<file path="src/hw/rtl/rcp_pkg.sv">
// ----------------------------------------------------------------------------
// RESP command parser package
// Shared types, codes and constants of the RESP command parser.
// ----------------------------------------------------------------------------
package rcp_pkg;

  localparam int unsigned LenWidthDefault = 32;
  localparam int unsigned MaxBulksDefault = 255;

  localparam logic [7:0] CharStar   = 8'h2a;
  localparam logic [7:0] CharDollar = 8'h24;
  localparam logic [7:0] CharCr     = 8'h0d;
  localparam logic [7:0] CharLf     = 8'h0a;
  localparam logic [7:0] CharMinus  = 8'h2d;
  localparam logic [7:0] CharZero   = 8'h30;
  localparam logic [7:0] CharNine   = 8'h39;

  typedef enum logic [2:0] {
    MODE_IDLE     = 3'd0,
    MODE_COUNT    = 3'd1,
    MODE_COUNT_CR = 3'd2,
    MODE_LEN      = 3'd3,
    MODE_LEN_CR   = 3'd4,
    MODE_DATA     = 3'd5
  } mode_e;

  typedef enum logic [1:0] {
    KIND_CMD   = 2'd0,
    KIND_DATA  = 2'd1,
    KIND_EMPTY = 2'd2
  } kind_e;

  typedef enum logic [1:0] {
    ROLE_CMD  = 2'd0,
    ROLE_KEY  = 2'd1,
    ROLE_ARG  = 2'd2
  } role_e;

endpackage

</file>
<file path="src/hw/rtl/rcp_in_if.sv">
// ----------------------------------------------------------------------------
// RESP command parser input channel
// Valid/ready channel that carries one byte of the request stream.
// ----------------------------------------------------------------------------
interface rcp_in_if;
  logic       valid;
  logic       ready;
  logic [7:0] stream_byte;

  modport source (output valid, output stream_byte, input ready);
  modport sink   (input valid, input stream_byte, output ready);
endinterface

</file>
<file path="src/hw/rtl/rcp_out_if.sv">
// ----------------------------------------------------------------------------
// RESP command parser output channel
// Valid/ready channel that carries one tagged result of the parser.
// ----------------------------------------------------------------------------
interface rcp_out_if;
  logic       valid;
  logic       ready;
  logic [1:0] kind;
  logic [1:0] role;
  logic [7:0] arg_index;
  logic [7:0] data_byte;
  logic       last_of_bulk;

  modport source (output valid, output kind, output role, output arg_index,
                  output data_byte, output last_of_bulk, input ready);
  modport sink   (input valid, input kind, input role, input arg_index,
                  input data_byte, input last_of_bulk, output ready);
endinterface

</file>
<file path="src/hw/rtl/resp_command_parser.sv">
// ----------------------------------------------------------------------------
// RESP command parser
// Tags the payload bytes of RESP array-of-bulk-string requests.
// ----------------------------------------------------------------------------
// The parser takes one request byte per transaction and returns at most one
// tagged result for it: a command start for each '*' outside bulk data, every
// payload byte of a bulk string tagged as command name, key or numbered
// argument with its last byte marked, and one empty marker for a bulk of zero
// or negative length. It accepts a byte in every cycle unless the byte in the
// input register has a result while the output holds one not yet taken. A byte
// is held in an input register, the parse state is updated from it, and its
// result lands in an output register. The combinational state update, with
// the multiply-by-ten of the length field, sets the rate of one byte per cycle;
// the input keeps flowing while a result waits at the output as long as the
// waiting byte produces no result of its own.
module resp_command_parser #(
  parameter int unsigned LEN_WIDTH = rcp_pkg::LenWidthDefault,
  parameter int unsigned MAX_BULKS = rcp_pkg::MaxBulksDefault
) (
  input  logic     clk_i,
  input  logic     rst_ni,
  rcp_in_if.sink   in_i,
  rcp_out_if.source out_o
);
  import rcp_pkg::*;

  localparam int unsigned WideWidth = LEN_WIDTH + 4;
  localparam logic [7:0]  MaxBulks  = 8'(MAX_BULKS);
  localparam logic [7:0]  ArgMax    = 8'(MAX_BULKS - 2);

  logic                 s1_valid_q;
  logic [7:0]           s1_byte_q;
  mode_e                mode_q, mode_d;
  logic [7:0]           bulk_q, bulk_d;
  logic [LEN_WIDTH-1:0] len_q, len_d;
  logic                 neg_q, neg_d;

  logic                 out_valid_q;
  kind_e                kind_q, kind_d;
  role_e                role_q, role_d;
  logic [7:0]           idx_q, idx_d;
  logic [7:0]           data_q, data_d;
  logic                 last_q, last_d;

  logic                 emit_w;
  logic                 adv_w;
  logic                 fire_w;
  logic [7:0]           b_w;
  logic [LEN_WIDTH-1:0] len_dec_w;
  logic                 data_last_w;
  logic [WideWidth-1:0] wide_w;
  logic [LEN_WIDTH-1:0] len_acc_w;
  logic                 is_digit_w;
  logic                 empty_w;
  logic [7:0]           bulk_inc_w;

  assign b_w         = s1_byte_q;
  assign len_dec_w   = (len_q != '0) ? len_q - LEN_WIDTH'(1) : len_q;
  assign data_last_w = (len_dec_w == '0);
  assign is_digit_w  = (b_w >= CharZero) && (b_w <= CharNine);
  assign wide_w      = ({4'b0, len_q} << 3) + ({4'b0, len_q} << 1)
                     + {{LEN_WIDTH{1'b0}}, b_w[3:0]};
  assign len_acc_w   = (wide_w[WideWidth-1:LEN_WIDTH] != '0) ? {LEN_WIDTH{1'b1}}
                                                           : wide_w[LEN_WIDTH-1:0];
  assign empty_w     = neg_q || (len_q == '0);
  assign bulk_inc_w  = (bulk_q < MaxBulks) ? bulk_q + 8'd1 : bulk_q;

  // Next parse state.
  always_comb begin
    mode_d = mode_q;
    bulk_d = bulk_q;
    len_d  = len_q;
    neg_d  = neg_q;
    if (mode_q == MODE_DATA) begin
      len_d = len_dec_w;
      if (data_last_w) begin
        bulk_d = bulk_inc_w;
        mode_d = MODE_IDLE;
      end
    end else if (b_w == CharStar) begin
      bulk_d = '0;
      len_d  = '0;
      neg_d  = 1'b0;
      mode_d = MODE_COUNT;
    end else if (b_w == CharDollar) begin
      len_d  = '0;
      neg_d  = 1'b0;
      mode_d = MODE_LEN;
    end else begin
      unique case (mode_q)
        MODE_COUNT: begin
          if (b_w == CharCr) mode_d = MODE_COUNT_CR;
        end
        MODE_COUNT_CR: begin
          if (b_w == CharLf) begin
            mode_d = MODE_IDLE;
          end else if (b_w != CharCr) begin
            mode_d = MODE_COUNT;
          end
        end
        MODE_LEN, MODE_LEN_CR: begin
          if ((mode_q == MODE_LEN_CR) && (b_w == CharLf)) begin
            neg_d = 1'b0;
            if (empty_w) begin
              len_d  = '0;
              bulk_d = bulk_inc_w;
              mode_d = MODE_IDLE;
            end else begin
              mode_d = MODE_DATA;
            end
          end else if (b_w == CharCr) begin
            mode_d = MODE_LEN_CR;
          end else begin
            mode_d = MODE_LEN;
            if (b_w == CharMinus) begin
              neg_d = 1'b1;
            end else if (is_digit_w) begin
              len_d = len_acc_w;
            end
          end
        end
        default: mode_d = MODE_IDLE;
      endcase
    end
  end

  // Result of the byte in the input register.
  always_comb begin
    emit_w = 1'b0;
    kind_d = KIND_CMD;
    data_d = '0;
    last_d = 1'b0;
    if (mode_q == MODE_DATA) begin
      emit_w = s1_valid_q;
      kind_d = KIND_DATA;
      data_d = b_w;
      last_d = data_last_w;
    end else if (b_w == CharStar) begin
      emit_w = s1_valid_q;
    end else if ((b_w != CharDollar) && (mode_q == MODE_LEN_CR) && (b_w == CharLf)
                 && empty_w) begin
      emit_w = s1_valid_q;
      kind_d = KIND_EMPTY;
      last_d = 1'b1;
    end
    role_d = ROLE_CMD;
    idx_d  = '0;
    if (kind_d != KIND_CMD) begin
      if (bulk_q == 8'd0) begin
        role_d = ROLE_CMD;
      end else if (bulk_q == 8'd1) begin
        role_d = ROLE_KEY;
      end else begin
        role_d = ROLE_ARG;
        idx_d  = ((bulk_q - 8'd2) > ArgMax) ? ArgMax : bulk_q - 8'd2;
      end
    end
  end

  assign adv_w      = !emit_w || !out_valid_q || out_o.ready;
  assign fire_w     = s1_valid_q && adv_w;
  assign in_i.ready = !s1_valid_q || adv_w;

  always_ff @(posedge clk_i or negedge rst_ni) begin
    if (!rst_ni) begin
      s1_valid_q  <= 1'b0;
      mode_q      <= MODE_IDLE;
      bulk_q      <= '0;
      len_q       <= '0;
      neg_q       <= 1'b0;
      out_valid_q <= 1'b0;
    end else begin
      if (in_i.ready) begin
        s1_valid_q <= in_i.valid;
      end
      if (fire_w) begin
        mode_q <= mode_d;
        bulk_q <= bulk_d;
        len_q  <= len_d;
        neg_q  <= neg_d;
      end
      if (fire_w && emit_w) begin
        out_valid_q <= 1'b1;
      end else if (out_o.ready) begin
        out_valid_q <= 1'b0;
      end
    end
  end

  always_ff @(posedge clk_i) begin
    if (in_i.ready && in_i.valid) begin
      s1_byte_q <= in_i.stream_byte;
    end
    if (fire_w && emit_w) begin
      kind_q <= kind_d;
      role_q <= role_d;
      idx_q  <= idx_d;
      data_q <= data_d;
      last_q <= last_d;
    end
  end

  assign out_o.valid        = out_valid_q;
  assign out_o.kind         = kind_q;
  assign out_o.role         = role_q;
  assign out_o.arg_index    = idx_q;
  assign out_o.data_byte    = data_q;
  assign out_o.last_of_bulk = last_q;

  a_data_len_nonzero : assert property (@(posedge clk_i) disable iff (!rst_ni)
    (mode_q == MODE_DATA) |-> (len_q != '0))
    else $error("Bulk data mode entered with no bytes left.");

  a_bulk_saturates : assert property (@(posedge clk_i) disable iff (!rst_ni)
    bulk_q <= MaxBulks)
    else $error("Bulk count exceeded its saturation value.");

  a_cmd_start_fields : assert property (@(posedge clk_i) disable iff (!rst_ni)
    (out_valid_q && (kind_q == KIND_CMD)) |-> ((role_q == ROLE_CMD) && !last_q))
    else $error("Command start carries a bulk role or last flag.");

  a_empty_is_last : assert property (@(posedge clk_i) disable iff (!rst_ni)
    (out_valid_q && (kind_q == KIND_EMPTY)) |-> (last_q && (data_q == 8'd0)))
    else $error("Empty marker is not flagged as last.");

  a_stall_holds_byte : assert property (@(posedge clk_i) disable iff (!rst_ni)
    (s1_valid_q && !adv_w) |=> (s1_valid_q && $stable(s1_byte_q)))
    else $error("Stalled input byte was lost or overwritten.");

endmodule
</file>
<file path="src/flat_wrapper.sv">
// flat-port wrapper written by rule: the top's interface ports become plain ports
module resp_command_parser_flat import rcp_pkg::*;
#(
  parameter int unsigned LEN_WIDTH = rcp_pkg::LenWidthDefault,
  parameter int unsigned MAX_BULKS = rcp_pkg::MaxBulksDefault
)
  (clk_i, rst_ni, in_i_valid, in_i_stream_byte, in_i_ready, out_o_valid, out_o_kind, out_o_role, out_o_arg_index, out_o_data_byte, out_o_last_of_bulk, out_o_ready);
  rcp_in_if in_i_i ();
  rcp_out_if out_o_i ();
  input  logic clk_i;
  input  logic rst_ni;
  input wire logic [$bits(in_i_i.valid)-1:0] in_i_valid;
  input wire logic [$bits(in_i_i.stream_byte)-1:0] in_i_stream_byte;
  output wire logic [$bits(in_i_i.ready)-1:0] in_i_ready;
  output wire logic [$bits(out_o_i.valid)-1:0] out_o_valid;
  output wire logic [$bits(out_o_i.kind)-1:0] out_o_kind;
  output wire logic [$bits(out_o_i.role)-1:0] out_o_role;
  output wire logic [$bits(out_o_i.arg_index)-1:0] out_o_arg_index;
  output wire logic [$bits(out_o_i.data_byte)-1:0] out_o_data_byte;
  output wire logic [$bits(out_o_i.last_of_bulk)-1:0] out_o_last_of_bulk;
  input wire logic [$bits(out_o_i.ready)-1:0] out_o_ready;
  assign in_i_i.valid = in_i_valid;
  assign in_i_i.stream_byte = in_i_stream_byte;
  assign in_i_ready = in_i_i.ready;
  assign out_o_valid = out_o_i.valid;
  assign out_o_kind = out_o_i.kind;
  assign out_o_role = out_o_i.role;
  assign out_o_arg_index = out_o_i.arg_index;
  assign out_o_data_byte = out_o_i.data_byte;
  assign out_o_last_of_bulk = out_o_i.last_of_bulk;
  assign out_o_i.ready = out_o_ready;
  resp_command_parser #(.LEN_WIDTH(LEN_WIDTH), .MAX_BULKS(MAX_BULKS)) u_core (.clk_i(clk_i), .rst_ni(rst_ni), .in_i(in_i_i), .out_o(out_o_i));
endmodule
</file>
<file path="config.mk">
export PLATFORM = sky130hd
export DESIGN_NAME = resp_command_parser_flat
export DESIGN_NICKNAME = d
export VERILOG_FILES = /design/src/hw/rtl/rcp_pkg.sv /design/src/hw/rtl/rcp_in_if.sv /design/src/hw/rtl/rcp_out_if.sv /design/src/hw/rtl/resp_command_parser.sv /design/src/flat_wrapper.sv
export SDC_FILE = /design/constraint.sdc
export NUM_CORES = 1
export LEC_CHECK = 0
export BUFFER_PORTS_ARGS = -buffer_cell sky130_fd_sc_hd__buf_2
export CAP_MARGIN = 20
export CORE_MARGIN = 4
export CORE_UTILIZATION = 35
export CTS_BUF_LIST = sky130_fd_sc_hd__clkbuf_8
export DETAILED_ROUTE_END_ITERATION = 8
export GPL_TIMING_DRIVEN = 0
export SLEW_MARGIN = 20
export SYNTH_ARGS = -nofsm -noshare
export SYNTH_HDL_FRONTEND = slang
export SYNTH_SLANG_ARGS = --single-unit
</file>
<file path="constraint.sdc">
create_clock -name clk_i -period 4.4 [get_ports clk_i]
set_input_delay 0.22 -clock clk_i [delete_from_list [all_inputs] [get_ports clk_i]]
set_output_delay 0.22 -clock clk_i [all_outputs]
set_load 0.02 [all_outputs]
</file>
After elaboration in Yosys (flattened, before gate mapping)
Cells that the tools add are included.
{"block": "totals", "out_inout_bits": 23, "rom_bits": 0, "ramBits": 0, "elab_cells": 131, "latch_bits": 0, "ff_bits": 75, "inputBits": 12, "memories": 0}
{"block": "op_classes", "mul": 0, "n_reduce_logical": 37, "n_mux": 49, "magnitude_cmp": 4, "add_sub_neg": 5, "eq_ne": 21, "shift": 0, "n_bitwise": 2, "n_div": 0}
{"operator": "two-way mux 32 bit", "n": 11}
{"operator": "two-way mux 8 bit", "n": 9}
{"operator": "logical NOT 32 bit", "n": 2}
{"operator": "adder 35 x 33 -> 36 bit", "n": 1}
{"operator": "adder 36 x 4 -> 36 bit", "n": 1}
{"operator": "nonzero test 32 bit", "n": 1}
{"operator": "subtractor 32 x 1 -> 32 bit (second input constant)", "n": 1}
{"operator": "two-way mux 3 bit", "n": 10}
{"operator": "== test 8 x 6 -> 1 bit (second input constant)", "n": 3}
{"operator": "== test 8 x 4 -> 1 bit (second input constant)", "n": 2}
{"operator": "!= test 5 x 1 -> 1 bit (second input constant)", "n": 3}
{"operator": "two-way mux 1 bit", "n": 14}
{"operator": "AND reduction 6 bit", "n": 2}
{"operator": "nonzero test 3 bit", "n": 4}
{"operator": "nonzero test 4 bit", "n": 3}
{"operator": "one-hot mux 3 bit (3 select lines)", "n": 1}
{"operator": "adder 8 x 1 -> 8 bit (second input constant)", "n": 1}
{"operator": "== test 8 x 1 -> 1 bit (second input constant)", "n": 1}
{"operator": ">= comparator 8 x 6 -> 1 bit (second input constant)", "n": 1}
{"operator": "greater-than comparator 8 bit (second input constant)", "n": 1}
{"operator": "<= comparator 8 x 6 -> 1 bit (second input constant)", "n": 1}
{"operator": "logical AND 1 bit", "n": 8}
{"operator": "logical NOT 8 bit", "n": 1}
{"operator": "< comparator 8 bit (second input constant)", "n": 1}
{"operator": "22 further kinds", "n": 35}

Depth between registers and ports, before layout
Gate-level depths: netlist of run 1.
{"block": "depth", "word_depth": 13, "depth_mapped": 14, "mapped_depth_nobuf": 13}

Worst setup path after synthesis of run 1
No wires, ideal clock.
{"block": "synth_path", "path_type": "register -> register", "startpoint": "reg u_core.len_q[10]", "endpoint": "reg u_core.len_q[31]", "stages_incl_launch_ff": 11, "setup_ps": 77, "path_slack_ps": 937, "arrival_ps": 3385, "cell_sequence": "dfrtp_1 > or4_1 > buf_2 > or3_1 > or4_4 > or4_4 > or3_1 > or4_1 > o21ai_1 > nor2_1 > a21oi_1"}
{"block": "synth_via", "elab_chain_cells": 12, "elab_cells_between_ends": 27, "classes_between": "3 x add/sub; 1 x eq/ne; 13 x mux; 10 x reduce/logical"}
{"element": "start: declaration", "line": "resp_command_parser.sv:35", "source": "logic [LEN_WIDTH-1:0] len_q, len_d;"}
{"element": "start signal: assignment", "line": "resp_command_parser.sv:179", "source": "len_q <= len_d;"}
{"element": "adder 35 x 33 -> 36 bit", "line": "resp_command_parser.sv:61", "source": "assign wide_w = ({4'b0, len_q} << 3) + ({4'b0, len_q} << 1)"}
{"element": "adder 36 x 4 -> 36 bit", "line": "resp_command_parser.sv:62", "source": "+ {{LEN_WIDTH{1'b0}}, b_w[3:0]};"}
{"element": "nonzero test 4 bit", "line": "resp_command_parser.sv:63", "source": "assign len_acc_w = (wide_w[WideWidth-1:LEN_WIDTH] != '0) ? {LEN_WIDTH{1'b1}}"}
{"element": "two-way mux 32 bit", "line": "resp_command_parser.sv:63"}
{"element": "two-way mux 32 bit", "line": "resp_command_parser.sv:117", "source": "end else if (is_digit_w) begin"}
{"element": "two-way mux 32 bit", "line": "resp_command_parser.sv:115", "source": "if (b_w == CharMinus) begin"}
{"element": "two-way mux 32 bit", "line": "resp_command_parser.sv:111", "source": "end else if (b_w == CharCr) begin"}
{"element": "two-way mux 32 bit", "line": "resp_command_parser.sv:102", "source": "if ((mode_q == MODE_LEN_CR) && (b_w == CharLf)) begin"}
{"element": "two-way mux 32 bit", "line": "resp_command_parser.sv:90", "source": "unique case (mode_q)"}
{"element": "two-way mux 32 bit", "line": "resp_command_parser.sv:85", "source": "end else if (b_w == CharDollar) begin"}
{"element": "two-way mux 32 bit", "line": "resp_command_parser.sv:80", "source": "end else if (b_w == CharStar) begin"}
{"element": "two-way mux 32 bit", "line": "resp_command_parser.sv:74", "source": "if (mode_q == MODE_DATA) begin"}
Parallel ways exist; a longest one is shown, timed or not. The select of a mux whose other input is x is not followed.
A chain may end at the register's enable or synchronous reset.

Worst setup path in the final report of run 1
{"block": "layout_path", "startpoint": "reg u_core.len_q[14]", "endpoint": "reg u_core.bulk_q[6]"}
{"block": "layout_via", "elab_chain_cells": 11, "elab_cells_between_ends": 17, "classes_between": "1 x add/sub; 1 x eq/ne; 4 x mux; 11 x reduce/logical"}
{"element": "branches (longest 10 deep; another with subtractor 32 x 1 -> 32 bit)"}
{"element": "AND reduction 6 bit (no source line) *"}
{"element": "end signal: assignment", "line": "resp_command_parser.sv:178", "source": "bulk_q <= bulk_d;"}
{"element": "end: declaration", "line": "resp_command_parser.sv:34", "source": "logic [7:0] bulk_q, bulk_d;"}
Every way passes the cells marked *.

==> impl_metrics.toml, run 1 <==
[floorplan]
dieArea_um2 = 23000
core-area_um2 = 20300
start_util_pct = 35.7
ioPinCount = 35
die_y_um = 152
dieWidth_um = 152
rows = 52

[clock_network]
cts_buffers = 9
clockBufferDepth = 2
cts-root-buf = "clkbuf_8"
cts_tree = "built"
clkTransAtPathRegs_ns = 0.09
cts_sinks = 75
clk_latency_ns = 0.39
htreeDepth = 3

[pwr]
cellLeakagePower_nw = 3.12
power_density_nw_per_um2 = 358
peakVddDrop_mv = 0.297

[worst_setup_path]
worstSetupStartpoint = "u_core.len_q[14]"
required_ns = 4.72
cp.arrival_ns = 4.59
endpoint_kind = "flip-flop"
timing.rr.start = "u_core.len_q[14]"
rrSetupSlack_ns = 0.13
path_class = "reg -> reg"
crit-reg2reg-capture = "u_core.bulk_q[6]"
reg2regPathDepth = 10
cp_max_fo = 10
crit_path_start_kind = "flip-flop"

[timing]
finalSetupTns_ns = 0
min_period_ns = 4.27
tightest_slew_ns = 0.789
period_share_pct = 97.1
rsz0062_at_grt = "false"
whs_ns = 0.0120
hold_viol = 0
setup-violations-final = 0
clock_skew_ns = 0.0146
fmax_mhz = 234
timing.slew.headroom_pct = 47.2
drv_slew = 0

[run_status]
outcome = "complete, no violations"

[final_layout]
final_cell_area_um2 = 8080
utilization_pct = 39.8
nNetsFinal = 1020
area_growth_pct = 11.7
layout-drive-gt1-share_pct = 10.3
nFillCells = 2097
diodes = 0
final_cells = 1210

[synthesis]
syn_nets = 967
yosys.area.top_type = "dfrtp_1"
ys_warn_count = 0
async_flop_share_pct = 61.3
yosys.cell_types.count = 73
synth.avg_cell_area_um2 = 8.21
synthCells = 882
yosysSeqAreaShare_pct = 27.9
synth-edff-count = 29
ys_seq_elements = 75
synth_top_cell_area_share_pct = 15.9
netlist_top_cells_area = "dfrtp_1 16%, ha_1 12%, edfxtp_1 12%, o21ai_0 5.7%, a21oi_1 3.9%"
syn-cell-area_um2 = 7240
synth-main-ff-cell = "dfrtp_1"

[detailed_routing]
vias = 7270
wl_um = 23200
antenna_left = 0
via_per_inst = 6.01
drc_errors = 0
drt_pass1_iterations = 7
drt_iter0_drc = 793
wl_per_cell_um = 19.2

[run]
max-cap-violations = 0

[worst_hold_path]
min-delay-start = "in_i_stream_byte[4]"
whs_endpoint = "u_core.b_w[4]"
hold_depth = 1
hold_class = "in -> reg"

[placed_design]
placed_area_um2 = 7750
io_buffers = 34
place_inst = 1186
place.gp.congestion = 1.03
dp_hpwl_um = 17300

[grt]
antenna_found_initial = 0
grt_overflow_total = 0
grt_start_max_net_pins = 47
grt_pass1_wl_um = 36500
grt_pass1_vias = 6722
grt_usage_pct = 20.1
==> what timing repair did <==
action	4_1_cts	5_1_grt
hold buffers	5	0
setup endpoints to repair	36	61
buffers inserted	2	1
pin swaps	1	0
hold endpoints to repair	50	0
resized for setup	4	20
==> state kept, by name, summed over array words and instances (netlist names) <==
| register | flops |
|---|---|
| u_core.b_w | 8 |
| u_core.out_o.last_of_bulk | 1 |
| u_core.bulk_q | 8 |
| u_core.neg_q | 1 |
| u_core.out_o.kind | 2 |
| u_core.out_o.data_byte | 8 |
| u_core.out_o.valid | 1 |
| u_core.out_o.role | 2 |
| u_core.mode_q | 3 |
| u_core.len_q | 32 |
| u_core.out_o.arg_index | 8 |
| u_core.s1_valid_q | 1 |
==> cell usage in the layout (no fill, tap or decap), types with 21 or more instances in the layout <==
cell,n
o21ai_0,83
ha_1,71
nor2_1,66
nand2_1,60
a21oi_1,56
dfrtp_1,45
clkbuf_1,38
buf_2,37
edfxtp_1,29
inv_1,28
nand3_1,28
nor3_1,27
nand4_1,21
or3_1,21
==> where the power goes <==
part,leakage [nW],switching (mW),total [mW],internal (mW)
clock,0.0939,0.305,0.570,0.265
combinational,2.27,0.852,1.39,0.538
sequential,0.751,0.135,0.934,0.799
==> area by class of cell <==
cell class | count | area [um2] | area share, %
Sequential cell | 75 | 2020 | 25.0
Tap cell | 270 | 338 | 4.18
Inverter | 28 | 105 | 1.30
Clock buffer | 9 | 124 | 1.53
Multi-Input combinational cell | 728 | 4970 | 61.4
Buffer | 51 | 208 | 2.57
Timing Repair Buffer | 42 | 245 | 3.03
Clock inverter | 7 | 75.1 | 0.929
==> stage by stage <==
| stage | total power, mW | worst slack [ns] |
|---|---|---|
| finish | 2.89 | 0.129 |
| global placement | 2.26 | -0.276 |
| CTS | 2.86 | 0.0474 |
| floorplan | 1.92 | 0.937 |
| detailed placement | 2.28 | -0.372 |
| global route | 3.11 | 0.0168 |
==> cell usage after synthesis (20+ instances only) <==
library cell / count
nand3_1: 28
nor2_1: 67
a21o_1: 20
o21ai_0: 83
inv_1: 28
clkbuf_1: 44
dfrtp_1: 46
or3_1: 21
nand2_1: 60
nor3_1: 28
xnor2_1: 20
edfxtp_1: 29
a21oi_1: 57
ha_1: 71
nand4_1: 21
==> kinds of logic after synthesis <==
family,count (synthesis),synth area share [%]
simple gates,332,24.5
compound gates,279,25.0
buf+inv,79,4.22
flops,75,27.9
fa+ha+maj,73,12.8
xor+xnor,38,4.60
mux,6,0.847
==> worst max-delay path, stage by stage (launching register included) <==
cell and delay (ns):
dfrtp_1 0.50, or4_1 0.65, or4_4 0.57, o311ai_1 0.36, xor2_1 0.33, o21ai_0 0.28
nor4_2 0.44, nand3_1 0.24, buf_2 0.26, a2111oi_2 0.38, a2bb2oi_1 0.18
==> metal layers <==
layer | up-vias | part of all wire [%] | routed length [um] | GRT usage (%)
met2 | 293 | 45 | 10400 | 31.4
met5 | - | 0 | 0 | 0
li1 | 3485 | - | - | -
met3 | 48 | 7.1 | 1660 | 4.22
met1 | 3444 | 45 | 10500 | 27.7
met4 | 0 | 2.5 | 586 | 6.56
==> worst max path at each step <==
| stage | to | slack (ns) | depth (start not counted) |
|---|---|---|---|
| floorplan | u_core.len_q[31] | 0.94 | 10 |
| global placement | u_core.len_q[21] | -0.28 | 12 |
| detailed placement | u_core.len_q[21] | -0.37 | 12 |
| CTS | u_core.bulk_q[4] | 0.05 | 11 |
| global route | u_core.len_q[28] | 0.02 | 12 |
| finish | u_core.bulk_q[6] | 0.13 | 10 |
Note: power is estimated with default switching activity, not from simulation.
==> inputs of run 2 (changes only) <==
Settings changed: CTS_BUF_LIST sky130_fd_sc_hd__clkbuf_8 to default.
==> impl_metrics.toml, run 2 (synthesis results as in run 1) <==
[timing]
clock_skew_ns = 0.0112
hold_viol = 0
tightest_slew_ns = 0.810
min_period_ns = 4.24
drv_slew = 0
setup-violations-final = 0
timing.slew.headroom_pct = 45.8
period_share_pct = 96.4
rsz0062_at_grt = "false"
fmax_mhz = 236
worst_slack_ns = 0.158

[detailed_routing]
via_per_inst = 6.06
drt_iter0_drc = 674
drt-met1-wl_um = 10300
antenna_left = 0
drt_pass1_iterations = 5
routed.top_layer = "met4"
dr_wl_met3_um = 1850
vias = 7303
wl_um = 23300
drc_errors = 0
met2_length_um = 10500
wl_per_cell_um = 19.3

[worst_hold_path]
hold_class = "in -> reg"

[worst_setup_path]
crit_path_start_kind = "flip-flop"
cp_max_fo = 10
required_ns = 4.68
critical-path-top-delay-family = "simple AND/OR/NAND/NOR gates"
cp.arrival_ns = 4.52
cpMaxStageDelayCell = "or4_1"
slowest_delay_ns = 0.66
endpoint_kind = "flip-flop"
path_buf_inv = 1
path_class = "reg -> reg"
crit_chain = "or4_1 > or4_4 > o311ai_1 > xor2_1 > o21ai_0 > nor4_2 > nand3_1 > buf_2 > a2111oi_2 > a2bb2oi_1"

[final_layout]
diodes = 0
final_cell_mix = "83 x o21ai_0, 71 x ha_1, 66 x nor2_1"
layout_commonest_cell = "o21ai_0"
largest_reg_flops = 32
regMostFlops = "u_core.len_q"
final_cell_area_um2 = 8150
layout-drive-gt1-share_pct = 10.4
nNetsFinal = 1016
final_cells = 1206
area_growth_pct = 12.6

[pwr]
finalPower_mw = 3.09
peakVddDrop_mv = 0.297
power_density_nw_per_um2 = 380
cellLeakagePower_nw = 3.15

[clock_network]
clockBufferDepth = 2
htreeDepth = 3
cts_tree = "built"
clk_latency_ns = 0.36
cts_sinks = 75
cts_buffers = 9
cts-root-buf = "clkbuf_16"
clkTransAtPathRegs_ns = 0.06

[floorplan]
die_y_um = 152
dieWidth_um = 152
core-area_um2 = 20300
rows = 52
ioPinCount = 35
start_util_pct = 35.7
dieArea_um2 = 23000

[grt]
grt_pass1_vias = 6717
grt_overflow_total = 0
grt_pass1_wl_um = 36600
grt_start_max_net_pins = 47
grt_usage_pct = 20.0
antenna_found_initial = 0

[placed_design]
place_inst = 1186
dp_hpwl_um = 17300
dp_slack_ns = -0.372
placed_area_um2 = 7750
place.gp.congestion = 1.03
io_buffers = 34

[run_status]
outcome = "complete, no violations"

[run]
max-cap-violations = 0
## run 2: cell count changes in the layout (fill, tap and decap cells not counted)
cell | previous run | this run
clkbuf_16 | 0 | 9
clkbuf_8 | 9 | 0
dlygate4sd3_1 | 5 | 1
## run 2: final timing paths
kind / slack, ns / endpoint / depth (start not counted) / from
hold reg to reg: 0.54 / u_core.neg_q / 1 / u_core.neg_q
min in group asynchronous: 0.47 / u_core.len_q[20] / 2 / rst_ni
setup reg to reg: 0.16 / u_core.bulk_q[6] / 10 / u_core.len_q[14]
max in group asynchronous: 3.47 / u_core.len_q[8] / 2 / rst_ni
setup / recovery: 0.16 / u_core.bulk_q[6] / 10 / u_core.len_q[14]
hold / removal: 0.04 / u_core.b_w[5] / 1 / in_i_stream_byte[5]
## run 2: stage by stage
| step | hold WS (ns) | TNS, ns | utilization, % |
|---|---|---|---|
| floorplan | -0.0756 | 0 | - |
| global placement | 0.397 | -4.01 | 38.2 |
| detailed placement | 0.293 | -6.92 | 38.2 |
| CTS | 0.0366 | 0 | 39.8 |
| global route | 0.0394 | 0 | 40.1 |
| finish | 0.0445 | 0 | 40.1 |
## run 2: power by group
group	internal, mW	leakage, nW	switching [mW]
Combinational	0.535	2.26	0.847
Sequential	0.800	0.751	0.136
Clock	0.443	0.140	0.332
## run 2: worst reg2reg max path, delay by kind of cell (launching register included)
family	cells	cell delay (ns)
AOI/OAI and AO/OA	4	1.20
xor gates and xnor gates	1	0.33
buffers and inverters	1	0.25
DFF	1	0.50
and+or+nand+nor	4	1.91
## run 2: area by class of cell
cell class              count  area, um2
plain buffers              51        208
well taps                 270        338
clock inverters             7       75.1
flip-flops and latches     75       2020
inverters                  28        105
fillers                  2081      12200
clock buffers               9        225
repair buffers             38        205
multi-input cells         728       4970
## run 2: what timing repair did
item	in CTS	in global routing
buffers inserted	2	1
hold endpoints to repair	46	0
hold buffers	1	0
setup endpoints to repair	36	61
resized for setup	4	20
pin swaps	1	0
## run 2: routing by layer
layer / GRT usage, % / up-vias
met1: 27.4 / 3445
met2: 31.8 / 315
met4: 5.88 / 0
met3: 4.40 / 59
li1: - / 3484
met5: 0 / -
